**config.mk**
```make
export PLATFORM = sky130hd
export DESIGN_NAME = intel_hex_record_parser
export DESIGN_NICKNAME = d
export VERILOG_FILES = /design/src/sv/ihex_pkg.sv /design/src/sv/ihex_line_parser.sv /design/src/sv/intel_hex_record_parser.sv
export SDC_FILE = /design/constraint.sdc
export NUM_CORES = 1
export LEC_CHECK = 0
export ABC_AREA = 0
export BUFFER_PORTS_ARGS = -buffer_cell sky130_fd_sc_hd__clkbuf_2
export CAP_MARGIN = 40
export CORE_MARGIN = 3
export CORE_UTILIZATION = 47
export CTS_BUF_LIST = sky130_fd_sc_hd__clkbuf_2
export CTS_CLUSTER_DIAMETER = 150
export DETAILED_ROUTE_END_ITERATION = 10
export PLACE_DENSITY = 0.69
export SLEW_MARGIN = 20
export SYNTH_ARGS = -nofsm -noshare
export SYNTH_HDL_FRONTEND = slang
export SYNTH_SLANG_ARGS = --single-unit
```
**constraint.sdc**
```tcl
create_clock -name clock -period 4.3 [get_ports clock]
set_input_delay 1.075 -clock clock [delete_from_list [all_inputs] [get_ports clock]]
set_output_delay 1.075 -clock clock [all_outputs]
set_load 0.01 [all_outputs]
```
**src/sv/ihex_pkg.sv**
```systemverilog
// Shared definitions for the Intel HEX record parser.
// Holds the line position width, status codes, character codes, the result record type
// and the hex digit decode. No dependencies.
package ihex_pkg;

   localparam int LINE_POS_BITS = 10;

   localparam logic [1:0] STATUS_DATA      = 2'd0;
   localparam logic [1:0] STATUS_NO_COLON  = 2'd1;
   localparam logic [1:0] STATUS_TRUNCATED = 2'd2;

   localparam logic [7:0] CHAR_COLON = 8'h3A;
   localparam logic [7:0] CHAR_LF    = 8'h0A;
   localparam logic [7:0] CHAR_CR    = 8'h0D;

   localparam logic [7:0] KIND_DATA     = 8'h00;
   localparam logic [7:0] KIND_EXT_ADDR = 8'h04;

   // character positions within a line
   localparam int POS_COUNT_LO  = 2;
   localparam int POS_OFFSET_HI = 3;
   localparam int POS_OFFSET_LO = 6;
   localparam int POS_KIND_HI   = 7;
   localparam int POS_KIND_LO   = 8;
   localparam int POS_PAYLOAD   = 9;
   localparam int POS_EXT_LO    = 12;

   typedef logic [LINE_POS_BITS-1:0] line_pos_type;

   typedef struct packed {
      logic [1:0]  status;
      logic [31:0] record_address;
      logic [7:0]  byte_offset;
      logic [7:0]  data_byte;
      logic        last_in_record;
   } result_type;

   // bit 4 set means the character is not a hex digit
   function automatic logic [4:0] hex_nibble(input logic [7:0] c);
      logic [4:0] r;
      if (c >= 8'h30 && c <= 8'h39) begin
         r = {1'b0, 4'(c - 8'h30)};
      end else if (c >= 8'h41 && c <= 8'h46) begin
         r = {1'b0, 4'(c - 8'h37)};
      end else if (c >= 8'h61 && c <= 8'h66) begin
         r = {1'b0, 4'(c - 8'h57)};
      end else begin
         r = 5'h10;
      end
      return r;
   endfunction

endpackage

```
**src/sv/ihex_line_parser.sv**
```systemverilog
// Per-character line parser: position tracking, field accumulation, address state.
// Produces at most one result record per transferred character.
// Depends on ihex_pkg.
module ihex_line_parser (
   input  logic                clock,
   input  logic                reset,
   input  logic                char_fire,
   input  logic [7:0]          text_char,
   output logic                res_valid,
   output ihex_pkg::result_type res
);
   import ihex_pkg::*;

   localparam line_pos_type POS_MAX = {LINE_POS_BITS{1'b1}};

   line_pos_type line_position_ff, line_position_in;
   logic [7:0]   record_length_ff, record_length_in;
   logic [7:0]   record_kind_ff, record_kind_in;
   logic [15:0]  upper_address_ff, upper_address_in;
   logic [15:0]  lower_address_ff, lower_address_in;
   logic [15:0]  field_acc_ff, field_acc_in;
   logic         field_invalid_ff, field_invalid_in;
   logic [7:0]   byte_count_ff, byte_count_in;
   logic         halted_ff, halted_in;

   logic [4:0]   nib;
   logic         field_start;
   logic [15:0]  field_value;
   logic [31:0]  full_address;
   logic         is_data_kind;

   assign nib          = hex_nibble(text_char);
   assign is_data_kind = (record_kind_ff == KIND_DATA);
   assign full_address = {upper_address_ff, lower_address_ff};

   always_comb begin
      line_position_in = line_position_ff;
      record_length_in = record_length_ff;
      record_kind_in   = record_kind_ff;
      upper_address_in = upper_address_ff;
      lower_address_in = lower_address_ff;
      field_acc_in     = field_acc_ff;
      field_invalid_in = field_invalid_ff;
      byte_count_in    = byte_count_ff;
      halted_in        = halted_ff;
      res_valid        = 1'b0;
      res              = '0;
      field_start      = 1'b0;
      field_value      = '0;

      if (char_fire && !halted_ff && text_char != CHAR_CR) begin
         if (line_position_ff == '0) begin
            if (text_char != CHAR_COLON) begin
               halted_in  = 1'b1;
               res_valid  = 1'b1;
               res.status = STATUS_NO_COLON;
            end else begin
               byte_count_in    = '0;
               line_position_in = line_pos_type'(1);
            end
         end else if (text_char == CHAR_LF) begin
            if (line_position_ff >= line_pos_type'(POS_PAYLOAD) && is_data_kind &&
                byte_count_ff < record_length_ff) begin
               res_valid          = 1'b1;
               res.status         = STATUS_TRUNCATED;
               res.record_address = full_address;
               res.byte_offset    = byte_count_ff;
            end
            line_position_in = '0;
            byte_count_in    = '0;
         end else if (line_position_ff != POS_MAX) begin
            // field starts: count, offset, kind, payload; each data byte after that
            field_start = (line_position_ff == line_pos_type'(1)) ||
                          (line_position_ff == line_pos_type'(POS_OFFSET_HI)) ||
                          (line_position_ff == line_pos_type'(POS_KIND_HI)) ||
                          (line_position_ff == line_pos_type'(POS_PAYLOAD)) ||
                          (line_position_ff > line_pos_type'(POS_PAYLOAD) &&
                           is_data_kind && line_position_ff[0]);
            if (field_start) begin
               field_acc_in     = {12'h000, nib[3:0]};
               field_invalid_in = nib[4];
            end else begin
               field_acc_in     = {field_acc_ff[11:0], nib[3:0]};
               field_invalid_in = field_invalid_ff | nib[4];
            end
            field_value = field_invalid_in ? 16'h0000 : field_acc_in;

            if (line_position_ff == line_pos_type'(POS_COUNT_LO)) begin
               record_length_in = field_value[7:0];
            end else if (line_position_ff == line_pos_type'(POS_OFFSET_LO)) begin
               lower_address_in = field_value;
            end else if (line_position_ff == line_pos_type'(POS_KIND_LO)) begin
               record_kind_in = field_value[7:0];
            end else if (line_position_ff > line_pos_type'(POS_PAYLOAD)) begin
               if (record_kind_ff == KIND_EXT_ADDR &&
                   line_position_ff == line_pos_type'(POS_EXT_LO)) begin
                  upper_address_in = field_value;
               end else if (is_data_kind && !line_position_ff[0] &&
                            byte_count_ff < record_length_ff) begin
                  res_valid          = 1'b1;
                  res.status         = STATUS_DATA;
                  res.record_address = full_address;
                  res.byte_offset    = byte_count_ff;
                  res.data_byte      = field_value[7:0];
                  res.last_in_record = (byte_count_ff + 8'd1 == record_length_ff);
                  byte_count_in      = byte_count_ff + 8'd1;
               end
            end
            line_position_in = line_position_ff + line_pos_type'(1);
         end
      end
   end

   always_ff @(posedge clock) begin
      if (reset) begin
         line_position_ff <= '0;
         record_length_ff <= '0;
         record_kind_ff   <= '0;
         upper_address_ff <= '0;
         lower_address_ff <= '0;
         field_acc_ff     <= '0;
         field_invalid_ff <= 1'b0;
         byte_count_ff    <= '0;
         halted_ff        <= 1'b0;
      end else begin
         line_position_ff <= line_position_in;
         record_length_ff <= record_length_in;
         record_kind_ff   <= record_kind_in;
         upper_address_ff <= upper_address_in;
         lower_address_ff <= lower_address_in;
         field_acc_ff     <= field_acc_in;
         field_invalid_ff <= field_invalid_in;
         byte_count_ff    <= byte_count_in;
         halted_ff        <= halted_in;
      end
   end

`ifndef NO_ASSERTIONS
   a_halt_sticks: assert property (@(posedge clock) disable iff (reset)
      halted_ff |=> halted_ff)
      else $error("halt flag cleared without reset");

   a_no_result_when_halted: assert property (@(posedge clock) disable iff (reset)
      halted_ff |-> !res_valid)
      else $error("result produced while halted");

   a_count_bounded: assert property (@(posedge clock) disable iff (reset)
      byte_count_ff <= record_length_ff)
      else $error("emitted more bytes than record length");

   a_halt_reports: assert property (@(posedge clock) disable iff (reset)
      (!halted_ff && halted_in) |-> (res_valid && res.status == STATUS_NO_COLON))
      else $error("halt entered without a missing-colon result");
`endif

endmodule

```
**src/sv/intel_hex_record_parser.sv**
```systemverilog
// Top level of the Intel HEX record parser: character channel in, result records out.
// Instantiates ihex_line_parser and holds the result register. Depends on ihex_pkg.
//
//   channel | handshake            | payload
//   req     | req_valid/req_ready  | req_text_char
//   rsp     | rsp_valid/rsp_ready  | rsp_status, rsp_record_address, rsp_byte_offset,
//           |                      | rsp_data_byte, rsp_last_in_record
//
// One character per cycle while req_ready is high; a result appears in the cycle after the character that makes it.
// The parser state updates in the cycle of the transfer; the result register sits after it.
// req_ready drops only while a held result is not taken by rsp_ready.
// Synchronous reset clears the line state, addresses and the halt flag.
// After a line without a leading colon the block reports once and ignores input until reset.
module intel_hex_record_parser (
   input  logic        clock,
   input  logic        reset,
   input  logic        req_valid,
   output logic        req_ready,
   input  logic [7:0]  req_text_char,
   output logic        rsp_valid,
   input  logic        rsp_ready,
   output logic [1:0]  rsp_status,
   output logic [31:0] rsp_record_address,
   output logic [7:0]  rsp_byte_offset,
   output logic [7:0]  rsp_data_byte,
   output logic        rsp_last_in_record
);
   import ihex_pkg::*;

   logic       char_fire;
   logic       res_valid;
   result_type res;
   result_type out_ff;
   logic       out_valid_ff, out_valid_in;

   assign req_ready = !out_valid_ff || rsp_ready;
   assign char_fire = req_valid && req_ready;

   ihex_line_parser u_parser (
      .clock     (clock),
      .reset     (reset),
      .char_fire (char_fire),
      .text_char (req_text_char),
      .res_valid (res_valid),
      .res       (res)
   );

   assign out_valid_in = res_valid || (out_valid_ff && !rsp_ready);

   always_ff @(posedge clock) begin
      if (reset) begin
         out_valid_ff <= 1'b0;
      end else begin
         out_valid_ff <= out_valid_in;
      end
   end

   always_ff @(posedge clock) begin
      if (res_valid) begin
         out_ff <= res;
      end
   end

   assign rsp_valid          = out_valid_ff;
   assign rsp_status         = out_ff.status;
   assign rsp_record_address = out_ff.record_address;
   assign rsp_byte_offset    = out_ff.byte_offset;
   assign rsp_data_byte      = out_ff.data_byte;
   assign rsp_last_in_record = out_ff.last_in_record;

endmodule

```
# [Word level (Yosys, flattened, before mapping)]
# Cells that the tools add are included.
[word_totals] reg_bits=132 output_inout_bits=53 elab_cells=148
[op_classes] add_sub_neg=5 n_lt_le_gt_ge=9 eq_ne=19 mux=51 bitwise=10 n_reduce_logical=39
[op_table] op="$mux W51" n=6
[op_table] op="$mux W16" n=6
[op_table] op="$mux W42" n=2
[op_table] op="$mux W8" n=10
[op_table] op="$mux W49" n=1
[op_table] op="$mux W10" n=4
[op_table] op="$eq A10 B4 Y1 const B" n=3
[op_table] op="$eq A10 B2 Y1 const B" n=2
[op_table] op="$eq A10 B3 Y1 const B" n=2
[op_table] op="$mux W1" n=18
[op_table] op="$reduce_and A9 Y1" n=2
[op_table] op="$ge A8 B7 Y1 const B" n=2
[op_table] op="$le A8 B7 Y1 const B" n=2
[op_table] op="$mux W5" n=3
[op_table] op="$logic_and A1 B1 Y1" n=14
[op_table] op="$ne A3 B1 Y1 const B" n=4
[op_table] op="$add A10 B1 Y10 const B" n=1
[op_table] op="$eq A10 B1 Y1 const B" n=1
[op_table] op="$ge A10 B4 Y1 const B" n=1
[op_table] op="$gt A10 B4 Y1 const B" n=1
[op_table] op="$logic_not A10 Y1" n=1
[op_table] op="$ne A10 B10 Y1 const B" n=1
[op_table] op="$reduce_or A10 Y1" n=1
[op_table] op="$not A1 Y1" n=9
[op_table] op="other kinds (24)" n=36

# [Logic depth before layout (Yosys ltp)]
[logic_depth] word_depth=21 ltp_mapped=12

# [Hierarchy]
# From an unflattened synthesis, not the netlist that was laid out.
[hier_totals] cells_unflattened=611 area_unflattened_um2=5928.2
[by_module_without_submodules] mod="ihex_line_parser" instances=1 cells_each=555 area_per_inst_um2=4341.7 seq_area_each_um2=1601.5
[by_module_without_submodules] mod="intel_hex_record_parser" instances=1 cells_each=56 area_per_inst_um2=1586.5 seq_area_each_um2=1551.5

# [Worst setup path before layout]
# OpenSTA, ideal clock, no wires.
[synth_timing] path_kind="input -> register" start="input port req_text_char[7]" end="register out_ff, in the netlist rsp_byte_offset[0] (enable)" setup_ns=0.410 t_arrival_ns=3.541 t_required_ns=3.890 path_slack_ns=0.349 stages=6 n_path_buf=0 cell_sequence="or4_4 nor2_2 o2111a_1 a21oi_2 or2_2 nand2_1"
[synth_between] elab_chain_cells=4 word_cells_on_any_way=8 cone_classes="eq/ne (3); mux (4); reduce/logical (1)"
[synth_lines] item="from (decl)" line="intel_hex_record_parser.sv:19" rtl="input logic [7:0] req_text_char,"
[synth_lines] item="$eq A8 B4 Y1 or $ne A8 B6 Y1 (tied branches)" line="ihex_line_parser.sv:61, ihex_line_parser.sv:53"
[synth_lines] item="$mux W1 (on tied branches)" line="ihex_line_parser.sv:61, ihex_line_parser.sv:53"
[synth_lines] item="$mux W1" line="ihex_line_parser.sv:52" rtl="if (line_position_ff == '0) begin"
[synth_lines] item="$mux W1 (*)" line="ihex_line_parser.sv:51" rtl="if (char_fire && !halted_ff && text_char != CHAR_CR) begin"
[synth_lines] item="net res_valid" line="intel_hex_record_parser.sv:31" rtl="logic res_valid;"
[synth_lines] item="to (signal assigned)" line="intel_hex_record_parser.sv:60" rtl="out_ff <= res;"
[synth_lines] item="to (decl)" line="intel_hex_record_parser.sv:33" rtl="result_type out_ff;"
# The timed path passes the listed nets; every way through them passes the cells marked *.
# A chain may end at the register's enable or synchronous reset.

# [Final worst setup path]
[layout_timing] start="register u_parser.line_position_ff[0]" end="register out_ff, in the netlist rsp_record_address[28] (enable)"
[layout_between] elab_chain_cells=13 word_cells_on_any_way=25 cone_classes="order compare (2); eq/ne (5); mux (11); reduce/logical (7)"
[layout_lines] item="from (decl)" line="ihex_line_parser.sv:16" rtl="line_pos_type line_position_ff, line_position_in;"
[layout_lines] item="from (signal assigned)" line="ihex_line_parser.sv:126" rtl="line_position_ff <= line_position_in;"
[layout_lines] item="parallel branches: the longest is 11 deep, another holds $gt A10 B4 Y1"
[layout_lines] item="$mux W1 (*)" line="ihex_line_parser.sv:52"
[layout_lines] item="$mux W1 (*)" line="ihex_line_parser.sv:51"
[layout_lines] item="net res_valid" line="intel_hex_record_parser.sv:31"
# Mark *: on every way through the listed nets, which the timed path passes.

==> results.py <==
metrics = {
    "status": {
        "status": "completed",
    },
    "place": {
        "routabilityCongestion": 0.872,
        "hpwl_mm": 9.57,
        "dpl_cell_area_mm2": 0.00652,
        "dp_slack_ns": 0.583,
        "numPortBuffers": 64,
        "dp.cells": 831,
    },
    "layout": {
        "layout_commonest_cell": "clkbuf_2",
        "multi_input_area_mm2": 0.00270,
        "register_area_mm2": 0.00315,
        "drive_above_1_share": 0.186,
        "fin_area_mm2": 0.00680,
        "antennaDiodeCount": 0,
        "syn2layout_area_growth_pct": 11.6,
        "nFillCells": 1161,
        "final_cells": 863,
        "layout_common_cells": "82 x clkbuf_2, 81 x dfxtp_1, 68 x nand2_1, 54 x nor2_1",
        "fin_nets": 712,
    },
    "worst_setup_path": {
        "cp.required_ns": 4.72,
        "path_class": "reg -> reg",
        "critical-path-slowest-cell": "dfxtp_1",
        "path_buf_inv": 2,
        "endpoint_kind": "flop",
        "rr_endpoint": "rsp_record_address[28]$_SDFFCE_PP0P_",
        "slowest_delay_ns": 0.58,
        "reg2reg_from": "u_parser.line_position_ff[0]$_SDFFE_PP0P_",
        "critPathArrivalTime_ns": 3.60,
        "ff2ff_setup_slack_ns": 1.11,
        "cp.depth": 9,
        "crit_start": "u_parser.line_position_ff[0]$_SDFFE_PP0P_",
        "crit_path_start_kind": "flop",
        "crit_family": "simple AND/OR/NAND/NOR gates",
        "worst_r2r_path_depth": 9,
        "worstPathCellList": "inv_1 > ha_1 > nor3b_1 > nand3_1 > and4_1 > a21oi_2 > or2_2 > nand2_2 > buf_12",
        "crit_fanout": 36,
    },
    "logic_synthesis": {
        "syn-num-nets": 653,
        "synthFlopType": "dfxtp_1",
        "ys_seq_area_frac": 0.518,
        "synth-seq-cells": 132,
        "muxShareOfSynthArea": 0.0103,
        "synthSimpleGateAreaFrac": 0.251,
        "async_flop_share": 0,
        "synth_xor_area_frac": 0.0273,
        "synth-edff-count": 51,
        "ys_types": 63,
        "synth_compound_area_frac": 0.116,
        "syn_area_per_cell_um2": 9.78,
        "synth_warnings": 0,
        "synth_top_family_by_area": "simple AND/OR/NAND/NOR gates",
        "synth_fa_ha_area_frac": 0.0370,
        "postSynthCellCount": 623,
        "synth_area_mm2": 0.00609,
    },
    "floorplanning": {
        "fp.dieH_um": 120,
        "num_io_pins": 65,
        "die-area_mm2": 0.0144,
        "start_util": 0.493,
        "dieWidth_um": 120,
        "core_area_mm2": 0.0124,
        "row_count": 40,
    },
    "detailed_routing": {
        "finalWirelength_mm": 13.7,
        "drt-met1-wl_mm": 6.36,
        "num_vias": 4850,
        "highest_layer": "met4",
        "route.met2.wl_mm": 6.08,
        "initialDrtViolationCount": 494,
        "wire_per_inst_um": 15.9,
        "dr.pass1.iters": 5,
        "vias_per_cell": 5.62,
        "route.detailed.drc": 0,
        "dr_wl_met3_um": 970,
        "final_antenna_net_count": 0,
    },
    "global_routing": {
        "grtUsageTotal": 0.196,
        "grt_pass1_vias": 4567,
        "grt_pass1_wl_mm": 22.5,
        "grt_max_degree": 37,
        "grt.overflow.total": 0,
        "antenna_found_initial": 0,
    },
    "cts": {
        "clk_path_buf_depth": 2,
        "clk_pin_slew_ns": 0.19,
        "htreeDepth": 4,
        "hold_buffers": 0,
        "numCtsBuffers": 17,
        "tritoncts": "built",
        "post_cts_buffers": 0,
        "clock_latency_ns": 0.71,
        "cts_sinks": 132,
        "cts-root-buf": "clkbuf_2",
        "cts_resized": 0,
    },
    "sta": {
        "drv_slew": 0,
        "setup_viol": 0,
        "min_period_ns": 3.19,
        "hold_viol": 0,
        "fin_crit_sh": 0.742,
        "fin_hold_ws_ns": 0.462,
        "skew_ns": 0.0221,
        "rsz0062_at_grt": "false",
        "slew_headroom": 0.465,
        "tns_ns": 0,
        "worst_slew_pin_slew_ns": 0.796,
        "worst_slack_ns": 1.11,
        "fmax_mhz": 314,
    },
    "power_and_ir_drop": {
        "cellPowerDensity_mw_per_mm2": 338,
        "peakVddDrop_v": 0.000142,
        "p_leak_nw": 2.53,
    },
    "hold_path": {
        "worstHoldEndpoint": "u_parser.upper_address_ff[15]$_SDFFE_PP0P_",
        "hold_depth": 2,
        "hold_path.class": "reg -> reg",
        "worstHoldStart": "u_parser.upper_address_ff[15]$_SDFFE_PP0P_",
    },
    "job": {
        "max-cap-violations": 0,
    },
}
==> stage by stage <==
step           total power [mW]  utilization
2_1_floorplan              1.43            -
3_3_place_gp               1.48        0.528
3_5_place_dp               1.49        0.528
4_1_cts                    2.32        0.550
5_1_grt                    2.39        0.550
6_report                   2.30        0.550
==> logic make-up (layout without fill, tap and decap cells) <==
logic type / Yosys count / count (layout)
buffers and inverters: 49 / 121
and+or+nand+nor: 288 / 288
xor gates and xnor gates: 19 / 19
adders and majority gates: 18 / 18
DFF: 132 / 132
AOI/OAI and AO/OA: 111 / 111
muxes: 6 / 6
==> state kept, by name (all words and copies together) (netlist names) <==
name / cells
u_parser.field_acc_ff: 12
rsp_last_in_record: 1
u_parser.line_position_ff: 10
rsp_valid: 1
u_parser.field_invalid_ff: 1
u_parser.record_length_ff: 8
u_parser.lower_address_ff: 16
rsp_data_byte: 8
rsp_byte_offset: 8
rsp_status: 2
rsp_record_address: 32
u_parser.halted_ff: 1
u_parser.record_kind_ff: 8
u_parser.byte_count_ff: 8
u_parser.upper_address_ff: 16
==> how the worst max path moves through the flow <==
stage,to
3_3_place_gp,rsp_record_address[6]$_SDFFCE_PP0P_
6_report,rsp_record_address[28]$_SDFFCE_PP0P_
3_5_place_dp,rsp_record_address[5]$_SDFFCE_PP0P_
4_1_cts,rsp_data_byte[5]$_SDFFCE_PP0P_
2_1_floorplan,rsp_byte_offset[0]$_SDFFCE_PP0P_
5_1_grt,rsp_data_byte[5]$_SDFFCE_PP0P_
==> cells in the mapped netlist, drive strengths merged (2+ instances only) <==
cell	number	share of area
a21boi	2	0.0025
a21o	6	0.0074
a21oi	52	0.043
a22o	2	0.0029
a22oi	9	0.011
a31o	2	0.0029
a31oi	3	0.0031
and2	40	0.041
and3	8	0.0082
and4	2	0.0029
buf	16	0.020
clkbuf	16	0.0099
dfxtp	81	0.27
edfxtp	51	0.25
ha	18	0.037
inv	17	0.010
mux2	2	0.0037
mux2i	4	0.0066
nand2	70	0.044
nand2b	2	0.0021
nand3	45	0.038
nand3b	4	0.0049
nand4	7	0.0092
nor2	56	0.036
nor2b	8	0.0082
nor3	13	0.013
nor3b	6	0.0082
nor4	14	0.017
o2111a	2	0.0037
o211ai	5	0.0062
o21a	5	0.0062
o21ai	13	0.013
o21bai	2	0.0025
o22ai	2	0.0021
o32ai	2	0.0029
or2	2	0.0021
or3	4	0.0041
or4	4	0.0062
xnor2	15	0.022
xor2	4	0.0058
==> final cells by class <==
cell class                      instances  area share
Inverter                               17     0.00939
Multi-Input combinational cell        442       0.398
Sequential cell                       132       0.464
Tap cell                              168      0.0309
Clock buffer                           18      0.0133
Timing Repair Buffer                   72      0.0578
Clock inverter                         14      0.0271
==> worst min-delay path, cell delays in order, from the launching register on <==
cell,delay (ns)
dfxtp_1,0.35
nand2_1,0.05
a21oi_1,0.05
==> routing by layer <==
metal / vias to the layer above / global-route usage
met1: 2307 / 0.270
met3: 29 / 0.0485
met2: 183 / 0.301
met4: 0 / 0.0737
li1: 2331 / -
met5: - / 0
==> power by group <==
| part | switching [mW] | internal [mW] | leakage [nW] | total (mW) |
|---|---|---|---|---|
| clock | 0.460 | 0.382 | 0.161 | 0.841 |
| combinational | 0.0831 | 0.0371 | 1.20 | 0.120 |
| sequential | 0.00779 | 1.33 | 1.17 | 1.34 |
| total | 0.551 | 1.75 | 2.53 | 2.30 |
No activity file was read; power rests on OpenSTA's default activity.
